[src/hw/rtl/spq_pkg.sv]
// ----------------------------------------------------------------------------
// spq_pkg: shared types and constants of the stable priority queue
// Sizes of the entry store, operation and status codes, and the entry layout.
// ----------------------------------------------------------------------------
`default_nettype none

package spq_pkg;

	// Store geometry
	localparam int CAPACITY    = 64;
	localparam int IDX_BITS    = (CAPACITY > 1) ? $clog2(CAPACITY) : 1;
	localparam int COUNT_BITS  = $clog2(CAPACITY + 1);

	// Field widths
	localparam int NAME_BITS   = 16;
	localparam int PRIO_BITS   = 16;
	localparam int STAMP_BITS  = 32;
	localparam int OCC_BITS    = 7;

	// Stream word widths
	localparam int IN_TDATA_W  = 40;
	localparam int OUT_TDATA_W = 48;

	typedef enum logic [2:0] {
		OP_INSERT  = 3'd0,
		OP_PEEK    = 3'd1,
		OP_POP     = 3'd2,
		OP_UPGRADE = 3'd3,
		OP_CLEAR   = 3'd4
	} op_t;

	typedef enum logic [1:0] {
		STAT_OK      = 2'd0,
		STAT_EMPTY   = 2'd1,
		STAT_NOMATCH = 2'd2,
		STAT_FULL    = 2'd3
	} status_t;

	// One stored entry
	typedef struct packed {
		logic [NAME_BITS-1:0]  name;
		logic [PRIO_BITS-1:0]  prio;
		logic [STAMP_BITS-1:0] stamp;
	} entry_t;

	// Urgency key: lower prio first, larger age first
	typedef struct packed {
		logic [PRIO_BITS-1:0]  prio;
		logic [STAMP_BITS-1:0] age;
	} rank_t;

endpackage

`default_nettype wire

[src/hw/rtl/spq_entry_mem.sv]
// ----------------------------------------------------------------------------
// spq_entry_mem: entry storage
// One write port and one read port with registered read data.
// ----------------------------------------------------------------------------
`default_nettype none

module spq_entry_mem (
	input  wire                    clk,
	input  wire                    wr_en,
	input  wire [spq_pkg::IDX_BITS-1:0] wr_addr,
	input  spq_pkg::entry_t        wr_data,
	input  wire [spq_pkg::IDX_BITS-1:0] rd_addr,
	output spq_pkg::entry_t        rd_data
);
	import spq_pkg::*;

	entry_t mem_q [CAPACITY];
	entry_t rd_data_q;

	// Write and read the array
	always_ff @(posedge clk) begin
		if (wr_en) begin
			mem_q[wr_addr] <= wr_data;
		end
		rd_data_q <= mem_q[rd_addr];
	end

	assign rd_data = rd_data_q;

endmodule

`default_nettype wire

[src/hw/rtl/spq_urgency_cmp.sv]
// ----------------------------------------------------------------------------
// spq_urgency_cmp: shared urgency comparator
// Flags a candidate that is strictly more urgent than the current best.
// ----------------------------------------------------------------------------
`default_nettype none

module spq_urgency_cmp (
	input  spq_pkg::rank_t cand,
	input  spq_pkg::rank_t best,
	output logic           more_urgent
);
	import spq_pkg::*;

	// Lower priority wins, then the older entry; a full tie keeps the best
	always_comb begin
		if (cand.prio != best.prio) begin
			more_urgent = (cand.prio < best.prio);
		end else begin
			more_urgent = (cand.age > best.age);
		end
	end

endmodule

`default_nettype wire

[src/hw/rtl/stable_priority_queue_with_upgrade.sv]
// ----------------------------------------------------------------------------
// stable_priority_queue_with_upgrade: unsorted priority queue, 64 entries
//
// Input stream s_*: one command per transfer. Output stream m_*: exactly one
// result per command, in command order.
// Insert, peek, pop and upgrade scan every slot through one registered memory
// read port and one shared urgency comparator, one slot per cycle. Such a
// command passes through the scan, drain and finish steps before its result
// is raised; clear and undefined codes go straight to the finish step. A new
// command is taken once the previous one has finished, so the queue never
// works on more than one command at a time.
// The result sits in an output register: the next command is accepted while
// it waits. If the receiver stalls, the following command finishes its scan
// and holds in its last step until the output register frees up.
// Reset empties the queue and zeroes the sequence counter; entry contents
// are not cleared, since only the contents of valid slots are ever used.
// ----------------------------------------------------------------------------
`default_nettype none

module stable_priority_queue_with_upgrade (
	input  wire        clk,
	input  wire        arst_n,
	input  wire        s_tvalid,
	output logic       s_tready,
	// [2:0] operation, [18:3] name_id, [34:19] priority_req, rest zero
	input  wire [39:0] s_tdata,
	output logic       m_tvalid,
	input  wire        m_tready,
	// [1:0] status, [17:2] front_name_id, [33:18] front_priority,
	// [40:34] occupancy, rest zero
	output logic [47:0] m_tdata
);
	import spq_pkg::*;

	typedef enum logic [1:0] {
		S_IDLE,
		S_SCAN,
		S_DRAIN,
		S_FINISH
	} state_t;

	state_t                  state_q;
	op_t                     op_q;
	logic [NAME_BITS-1:0]    req_name_q;
	logic [PRIO_BITS-1:0]    req_prio_q;
	logic [STAMP_BITS-1:0]   seq_q;
	logic [COUNT_BITS-1:0]   count_q;
	logic [CAPACITY-1:0]     valid_q;
	logic [IDX_BITS-1:0]     rd_idx_q;
	logic                    m_tvalid_q;
	logic [OUT_TDATA_W-1:0]  m_tdata_q;

	// Scan pipeline
	logic                    vld_s1;
	logic                    last_s1;
	logic [IDX_BITS-1:0]     idx_s1;
	logic                    vld_s2;
	logic                    last_s2;
	logic                    elig_s2;
	logic [IDX_BITS-1:0]     idx_s2;
	rank_t                   rank_s2;
	logic [NAME_BITS-1:0]    name_s2;

	// Running best and lowest free slot
	logic                    best_vld_q;
	logic [IDX_BITS-1:0]     best_idx_q;
	rank_t                   best_rank_q;
	logic [NAME_BITS-1:0]    best_name_q;
	logic                    free_found_q;
	logic [IDX_BITS-1:0]     free_idx_q;

	logic                    in_xfer;
	op_t                     in_op;
	logic                    scan_last;
	logic                    more_urgent;
	entry_t                  rd_data;
	logic                    elig_s1;
	logic [STAMP_BITS-1:0]   age_s1;

	// Finish step
	logic                    fire;
	logic                    wr_req;
	logic                    mem_we;
	logic [IDX_BITS-1:0]     mem_waddr;
	entry_t                  mem_wdata;
	logic                    set_valid;
	logic                    clr_valid;
	logic                    clr_all;
	status_t                 status;
	logic [NAME_BITS-1:0]    fname;
	logic [PRIO_BITS-1:0]    fprio;
	logic [COUNT_BITS-1:0]   count_nxt;
	logic                    is_full;

	assign s_tready  = (state_q == S_IDLE);
	assign in_xfer   = s_tvalid && s_tready;
	assign in_op     = op_t'(s_tdata[2:0]);
	assign scan_last = (rd_idx_q == IDX_BITS'(CAPACITY - 1));
	assign m_tvalid  = m_tvalid_q;
	assign m_tdata   = m_tdata_q;
	assign is_full   = (count_q == COUNT_BITS'(CAPACITY));
	assign fire      = (state_q == S_FINISH) && (!m_tvalid_q || m_tready);
	assign mem_we    = fire && wr_req;

	spq_entry_mem u_mem (
		.clk     (clk),
		.wr_en   (mem_we),
		.wr_addr (mem_waddr),
		.wr_data (mem_wdata),
		.rd_addr (rd_idx_q),
		.rd_data (rd_data)
	);

	spq_urgency_cmp u_cmp (
		.cand        (rank_s2),
		.best        (best_rank_q),
		.more_urgent (more_urgent)
	);

	// Qualify the slot that the memory returns
	always_comb begin
		age_s1 = seq_q - rd_data.stamp;
		case (op_q)
			OP_PEEK, OP_POP: begin
				elig_s1 = valid_q[idx_s1];
			end
			OP_UPGRADE: begin
				elig_s1 = valid_q[idx_s1] && (rd_data.name == req_name_q) &&
					(rd_data.prio > req_prio_q);
			end
			default: begin
				elig_s1 = 1'b0;
			end
		endcase
	end

	// Advance the scan pipeline and keep the running best
	always_ff @(posedge clk or negedge arst_n) begin
		if (!arst_n) begin
			vld_s1       <= 1'b0;
			last_s1      <= 1'b0;
			idx_s1       <= '0;
			vld_s2       <= 1'b0;
			last_s2      <= 1'b0;
			elig_s2      <= 1'b0;
			idx_s2       <= '0;
			rank_s2      <= '0;
			name_s2      <= '0;
			best_vld_q   <= 1'b0;
			best_idx_q   <= '0;
			best_rank_q  <= '0;
			best_name_q  <= '0;
			free_found_q <= 1'b0;
			free_idx_q   <= '0;
		end else begin
			vld_s1  <= (state_q == S_SCAN);
			last_s1 <= (state_q == S_SCAN) && scan_last;
			idx_s1  <= rd_idx_q;

			vld_s2  <= vld_s1;
			last_s2 <= vld_s1 && last_s1;
			elig_s2 <= vld_s1 && elig_s1;
			idx_s2  <= idx_s1;
			rank_s2 <= '{prio: rd_data.prio, age: age_s1};
			name_s2 <= rd_data.name;

			if (in_xfer) begin
				best_vld_q   <= 1'b0;
				free_found_q <= 1'b0;
			end else begin
				// Take the lowest free slot
				if (vld_s1 && !valid_q[idx_s1] && !free_found_q) begin
					free_found_q <= 1'b1;
					free_idx_q   <= idx_s1;
				end
				// Take the first eligible slot, then replace the best only on strictly higher urgency
				if (vld_s2 && elig_s2 && (!best_vld_q || more_urgent)) begin
					best_vld_q  <= 1'b1;
					best_idx_q  <= idx_s2;
					best_rank_q <= rank_s2;
					best_name_q <= name_s2;
				end
			end
		end
	end

	// Decide the outcome once the scan is over
	always_comb begin
		wr_req    = 1'b0;
		mem_waddr = best_idx_q;
		mem_wdata = '{name: best_name_q, prio: req_prio_q, stamp: seq_q};
		set_valid = 1'b0;
		clr_valid = 1'b0;
		clr_all   = 1'b0;
		status    = STAT_OK;
		fname     = '0;
		fprio     = '0;
		count_nxt = count_q;
		case (op_q)
			OP_INSERT: begin
				if (is_full) begin
					status = STAT_FULL;
				end else begin
					wr_req    = 1'b1;
					mem_waddr = free_idx_q;
					mem_wdata = '{name: req_name_q, prio: req_prio_q, stamp: seq_q};
					set_valid = 1'b1;
					count_nxt = count_q + 1'b1;
				end
			end
			OP_PEEK, OP_POP: begin
				if (!best_vld_q) begin
					status = STAT_EMPTY;
				end else begin
					fname = best_name_q;
					fprio = best_rank_q.prio;
					if (op_q == OP_POP) begin
						clr_valid = 1'b1;
						count_nxt = count_q - 1'b1;
					end
				end
			end
			OP_UPGRADE: begin
				if (!best_vld_q) begin
					status = STAT_NOMATCH;
				end else begin
					wr_req = 1'b1;
				end
			end
			OP_CLEAR: begin
				clr_all   = 1'b1;
				count_nxt = '0;
			end
			default: begin
			end
		endcase
	end

	// Sequence commands and hold the registered result
	always_ff @(posedge clk or negedge arst_n) begin
		if (!arst_n) begin
			state_q    <= S_IDLE;
			op_q       <= OP_INSERT;
			req_name_q <= '0;
			req_prio_q <= '0;
			seq_q      <= '0;
			count_q    <= '0;
			valid_q    <= '0;
			rd_idx_q   <= '0;
			m_tvalid_q <= 1'b0;
			m_tdata_q  <= '0;
		end else begin
			// Raise the result when a command finishes, drop it once taken
			if (fire) begin
				m_tvalid_q <= 1'b1;
			end else if (m_tvalid_q && m_tready) begin
				m_tvalid_q <= 1'b0;
			end
			case (state_q)
				S_IDLE: begin
					if (in_xfer) begin
						op_q       <= in_op;
						req_name_q <= s_tdata[3 +: NAME_BITS];
						req_prio_q <= s_tdata[3 + NAME_BITS +: PRIO_BITS];
						rd_idx_q   <= '0;
						case (in_op)
							OP_INSERT, OP_PEEK, OP_POP, OP_UPGRADE: begin
								seq_q   <= seq_q + 1'b1;
								state_q <= S_SCAN;
							end
							OP_CLEAR: begin
								seq_q   <= seq_q + 1'b1;
								state_q <= S_FINISH;
							end
							default: begin
								state_q <= S_FINISH;
							end
						endcase
					end
				end
				S_SCAN: begin
					rd_idx_q <= rd_idx_q + 1'b1;
					if (scan_last) begin
						state_q <= S_DRAIN;
					end
				end
				S_DRAIN: begin
					if (vld_s2 && last_s2) begin
						state_q <= S_FINISH;
					end
				end
				S_FINISH: begin
					if (fire) begin
						m_tdata_q  <= {(OUT_TDATA_W - 2 - NAME_BITS - PRIO_BITS - OCC_BITS)'(0),
							OCC_BITS'(count_nxt), fprio, fname, status};
						count_q    <= count_nxt;
						if (clr_all) begin
							valid_q <= '0;
						end else if (set_valid) begin
							valid_q[free_idx_q] <= 1'b1;
						end else if (clr_valid) begin
							valid_q[best_idx_q] <= 1'b0;
						end
						state_q <= S_IDLE;
					end
				end
				default: begin
					state_q <= S_IDLE;
				end
			endcase
		end
	end

	// Occupancy never exceeds the store
	assert property (@(posedge clk) disable iff (!arst_n)
		count_q <= COUNT_BITS'(CAPACITY))
		else $error("occupancy above capacity");

	// Occupancy tracks the valid bits
	assert property (@(posedge clk) disable iff (!arst_n)
		count_q == COUNT_BITS'($countones(valid_q)))
		else $error("occupancy out of step with valid bits");

	// A new result only leaves from the finish step
	assert property (@(posedge clk) disable iff (!arst_n)
		$rose(m_tvalid_q) |-> $past(state_q == S_FINISH))
		else $error("result raised outside finish step");

	// The chosen entry is a live one
	assert property (@(posedge clk) disable iff (!arst_n)
		(state_q == S_FINISH && best_vld_q && op_q != OP_CLEAR && op_q != OP_INSERT)
			|-> valid_q[best_idx_q])
		else $error("best entry is not valid");

endmodule

`default_nettype wire
[config.mk]
export PLATFORM = sky130hd
export DESIGN_NAME = stable_priority_queue_with_upgrade
export DESIGN_NICKNAME = d
export VERILOG_FILES = /design/src/hw/rtl/spq_pkg.sv /design/src/hw/rtl/spq_entry_mem.sv /design/src/hw/rtl/spq_urgency_cmp.sv /design/src/hw/rtl/stable_priority_queue_with_upgrade.sv
export SDC_FILE = /design/constraint.sdc
export NUM_CORES = 2
export LEC_CHECK = 0
export ABC_AREA = 0
export BUFFER_PORTS_ARGS = -buffer_cell sky130_fd_sc_hd__buf_2
export CAP_MARGIN = 25
export CORE_MARGIN = 3
export CORE_UTILIZATION = 57
export DETAILED_ROUTE_END_ITERATION = 7
export PLACE_DENSITY = 0.76
export SYNTH_ARGS = -nofsm -noshare
export SYNTH_HDL_FRONTEND = slang
export SYNTH_SLANG_ARGS = --single-unit
[constraint.sdc]
create_clock -name clk -period 5.15 [get_ports clk]
set_input_delay 0 -clock clk [delete_from_list [all_inputs] [get_ports clk]]
set_output_delay 0 -clock clk [all_outputs]
set_load 0.03 [all_outputs]
* Yosys cells after proc, flatten, opt, wreduce, memory -nomap -nowiden *
Memory sizes are Yosys's and may differ from the RTL's. A register that Yosys moved wholly into a read port is not among the register bits.
Cells that the tools add are included.

cells by class
  $add $sub $neg = 5
  $lt $le $gt $ge = 8
  reduce and logical (&&, ||, !) cells = 41
  muxes and demuxes = 51
  bitwise operators = 4
  equal/unequal tests = 19

operators with widths
  kind                                                                                 count
  64-bit 2-to-1 mux                                                                    5
  64-bit bitwise AND                                                                   1
  16-bit 2-to-1 mux                                                                    4
  64-bit NOT                                                                           1
  64-bit OR                                                                            1
  32-bit by 1-bit adder with 32-bit output, second input constant                      1
  32-bit greater-than comparator                                                       1
  32-bit subtractor                                                                    1
  6-bit by 7-bit less-than comparator with 1-bit output, second input constant         3
  7-bit 2-to-1 mux                                                                     3
  7-bit case mux with 3 select lines                                                   1
  1-bit 2-to-1 mux                                                                     20
  6-bit 2-to-1 mux                                                                     3
  16-bit == test                                                                       1
  16-bit greater-than comparator                                                       1
  1-bit logical AND                                                                    16
  16-bit less-than comparator                                                          1
  16-bit inequality test                                                               1
  2-bit 2-to-1 mux                                                                     7
  1-bit demux with 6-bit select                                                        2
  3-bit by 2-bit == test with 1-bit output, second input constant                      4
  6-bit by 1-bit greater-or-equal comparator with 1-bit output, second input constant  2
  6-bit case mux with 2 select lines                                                   1
  2-bit AND reduction                                                                  5
  other kinds (27)                                                                     42

word-level totals
  flip-flop bits (word level) = 347
  output and inout bits = 50
  input port bits = 44
  word-level logic and storage cells = 156
  memories kept = 1
  bits in writable memories = 4096

memory list
  memory       words  bits a word  read ports  clocked after memory_dff  write ports  line                 text
  u_mem.mem_q  64     64           1           1                         1            spq_entry_mem.sv:17  entry_t mem_q [CAPACITY];

* Depth between registers and ports, before layout *
  depth after elaboration = 9
  mapped depth = 11
  depth with buffers taken out = 11

* By module *
Synthesis repeated with hierarchy kept, for this count alone.

unflattened totals
  cells, all modules = 8228
  area total of the unflattened synthesis = 173548.9 um^2

modules (own cells, without submodules)
  module                              instances  cells each  sequential area each (um^2)  area an instance (um^2)
  spq_entry_mem                       1          6598        124279.2                     156331.2
  stable_priority_queue_with_upgrade  1          1457        8508.2                       16019.1
  spq_urgency_cmp                     1          173         0.0                          1198.6

* Least setup slack after synthesis *
Ideal clock, no wire load.

  kind = flip-flop to flip-flop
  from = reg (tool-made name)
  to = mem u_mem.mem_q[38][0] (netlist name), enable pin
  stages on the path, launching flop included = 12
  data arrival time = 4987 ps
  setup slack = -324 ps
  library setup time = 487 ps
  buffers on the path = 2
  required time = 4663 ps
  clock period less this slack = 5474 ps
  cell sequence = dfrtp_1 -> inv_1 -> ha_1 -> nand3_1 -> nor3_1 -> nand2b_1 -> clkbuf_1 -> clkbuf_1 -> nand2_1 -> o31ai_1 -> nand2_1 -> nor2_1

RTL lines
  element        line
  end, declared  spq_entry_mem.sv:17

==> metrics <==
number of core rows about 200; Post-CTS Setup Bufs 0; number of top-level design ports between 90 and 100; Seq/Total Area, Yosys 0.767; worst-path fanout max 20; global-route wire length before repair just under 700,000 um; final-report setup violation count 0; flip-flop and latch area between 0.1 and 0.15 mm^2; width of the die 557 um; power density normalized to cell area about 400 mW/mm^2; clock-pin slew reported for the worst setup and hold paths after clock tree synthesis 0.07 ns; element type at the critical path end flip-flop; final standard cell count with taps included and fillers excluded about 12,000; number of buffers created by CTS roughly 430; initial antenna violation count 22; share of flip-flops with an asynchronous set or reset 0.0756; Avg WL per Cell 39.3 um; final weighted congestion of routability-driven global placement ~0.84; effective utilization at floorplan 0.575; detailed-route via count 89,500; final routed DRC violation total 1; IO Port Bufs slightly above 80; largest net degree at the start of global routing around 180; Data arrival, critical path a little over 5 ns; top post-synthesis cells by area edfxtp_1 71%, mux4_2 18%, dfrtp_1 4.9%, ha_1 0.74%, dfxtp_1 0.74%; number of hold violations in the final report 0; total global routing track utilization 0.319; Main synth FF type edfxtp_1; share of post-route cells with drive strength above 1 0.305; cell count after synthesis ~7,600; clock latency on the worst-skew pair between 0.9 and 1 ns; maximum level of the CTS H-tree 5; Pre-Repair DR Iteration Count 8; overall power consumption around 79 mW; setup clock skew after layout between 0.07 and 0.08 ns; failing checks DRC; dominant cell by count in the synthesized netlist edfxtp_1; CP required 5.70 ns; proportion of netlist area held by the largest area contributor 0.710; Max IR drop VDD roughly 0.34 mV; synthesis-to-finish area growth 13.8%; unrepaired setup endpoints after global routing no; Netlist cell types between 70 and 80; DP Wirelength ~240,000 um; Die Area about 0.31 mm^2; library cell occupying the most area in the post-synthesis netlist edfxtp_1; register bit total from synthesis 4,500; Yosys warning count 0; worst-case headroom to the max-slew limit 0.273; class of the tightest hold or removal check in2reg; iteration-0 DRC count of the detailed router 14,900; total wirelength of the detailed-routed design between 400,000 and 500,000 um; result of the run complete, but fails checks; clock sink count around 4,500; static leakage between 60 and 70 nW; CTS root buffer clkbuf_16; share of the clock period used by the worst path after layout 0.893; vias per inst a little over 7; Die Span Y ~560 um; number of nets in the final layout ~8,300; # placed instances around 12,000; Post-synth EDFFs roughly 4,100; area of the multi-input gates slightly below 0.04 mm^2; Worst Max-Slew Pin Slew between 1 and 1.5 ns; fraction of the core area covered by cells at the end of the flow 0.655; startpoint type of the worst setup path flip-flop; sum of overflow across all layers after global routing 0; clk buf depth 4; synthesized area around 0.17 mm^2; most frequent cells after synthesis 4,096 x edfxtp_1, 1,364 x mux4_2, 340 x dfrtp_1, 233 x clkbuf_1, 201 x nand2_1; crit path kind reg2reg; clock tree from TritonCTS yes; number of fillers in the final layout 17,500; post-synthesis average cell area 22.9 um^2; remaining antenna violation count 0; post-CTS sizing 0; Fmax about 0.22 GHz; number of maximum-capacitance constraint violations 0; core region area 0.301 mm^2; min Tclk post-route 4.60 ns; max-slew violation count 0; number of global-route vias before repair approximately 90,000
## cell families after synthesis
kind of cell / synth area share
flip-flops: 0.767
multiplexers: 0.183
AND/OR/NAND/NOR: 0.0131
buffers and inverters: 0.0114
AO/OA/AOI/OAI: 0.0150
adder cells (fa/ha/maj): 0.00756
XOR/XNOR: 0.00379
other: 0.0000216
## through the flow
stage          area (um^2)  TNS [ns]  hold WS (ns)  setup WS (ns)
2_1_floorplan       173000   -883.90        -0.296         -0.324
3_3_place_gp        181000         0       -0.0275          0.654
3_5_place_dp        182000         0       -0.0248          0.734
4_1_cts             197000         0        0.0365          0.624
5_1_grt             197000         0         0.105          0.348
6_report            197000         0        0.0911          0.550
## cell type report
class / count / area share
tap: 3958 / 0.0251
clock buffer: 532 / 0.0579
sequential: 4500 / 0.674
clock inverter: 256 / 0.0147
antenna: 15 / 0.000190
multi-input combinational: 2570 / 0.198
inverter: 116 / 0.00221
timing repair buffer: 540 / 0.0280
## cell usage in the layout, fill, tap and decap left out, drive strengths merged, types with 7 or more instances in the layout
master	n
a21o	35
a21oi	178
a22o	33
a31oi	12
and3	13
buf	428
bufinv	53
clkbuf	536
clkinv	176
clkinvlp	17
conb	7
dfrtp	340
dfxtp	64
diode	15
dlygate4sd3	108
edfxtp	4096
ha	103
inv	126
mux2	77
mux4	1364
nand2	201
nand2b	12
nand3	40
nand4	20
nor2	142
nor2b	14
nor3	19
nor4	9
o21a	16
o21ai	114
xnor2	53
xor2	22
## registers in the layout, summed over array words and instances, names as in the netlist, 16 cells and up, named ones only
signal,cells
name_s2,16
valid_q,64
seq_q,32
best_name_q,16
req_name_q,16
u_mem.rd_data,64
u_mem.mem_q,4096
rank_s2,48
req_prio_q,16
best_rank_q,48
m_tdata,34
## worst max-delay path: stages (launching register included)
cell and delay, ns:
dfrtp_1 0.43, inv_1 0.12, ha_1 0.21, nand3_1 0.09, nor3_1 0.60, nand2b_1 0.59
nand2_1 0.09, o21ai_1 0.16, nand2_1 0.36, nor2_4 0.95, buf_4 0.60
## where the power goes
group          total (mW)  switching [mW]  internal [mW]
Clock                32.5            14.0           18.5
Combinational        5.80            3.39           2.41
Sequential           40.3           0.166           40.2
Total                78.6            17.6           61.0
## worst paths after layout
kind	from	end	slack, ns	depth (start not counted)
max	flip-flop	u_mem.mem_q[60][38]$_DFFE_PP_	0.55	10
min	m_tready	m_tvalid$_DFFE_PN0P_	0.09	4
max reg2reg	flip-flop	u_mem.mem_q[60][38]$_DFFE_PP_	0.55	10
min reg2reg	u_mem.rd_data[59]$_DFF_P_	name_s2[11]$_DFF_PN0_	0.36	0
max in group asynchronous	arst_n	req_prio_q[13]$_DFFE_PN0P_	3.94	4
min in group asynchronous	arst_n	state_q[0]$_DFFE_PN0P_	0.27	4
## metal layers
metal / part of all wire / GRT usage / wire (um)
met1: 0.33 / 0.420 / 161000
met3: 0.12 / 0.0694 / 60500
met2: 0.49 / 0.511 / 238000
met5: 0.00020 / 0 / 98
met4: 0.063 / 0.161 / 30800
## timing repair
action | in CTS | in global routing
hold endpoints to repair | 390 | 0
hold buffers | 109 | 0
setup endpoints to repair | 0 | 0
(Power assumes the default switching activity.)
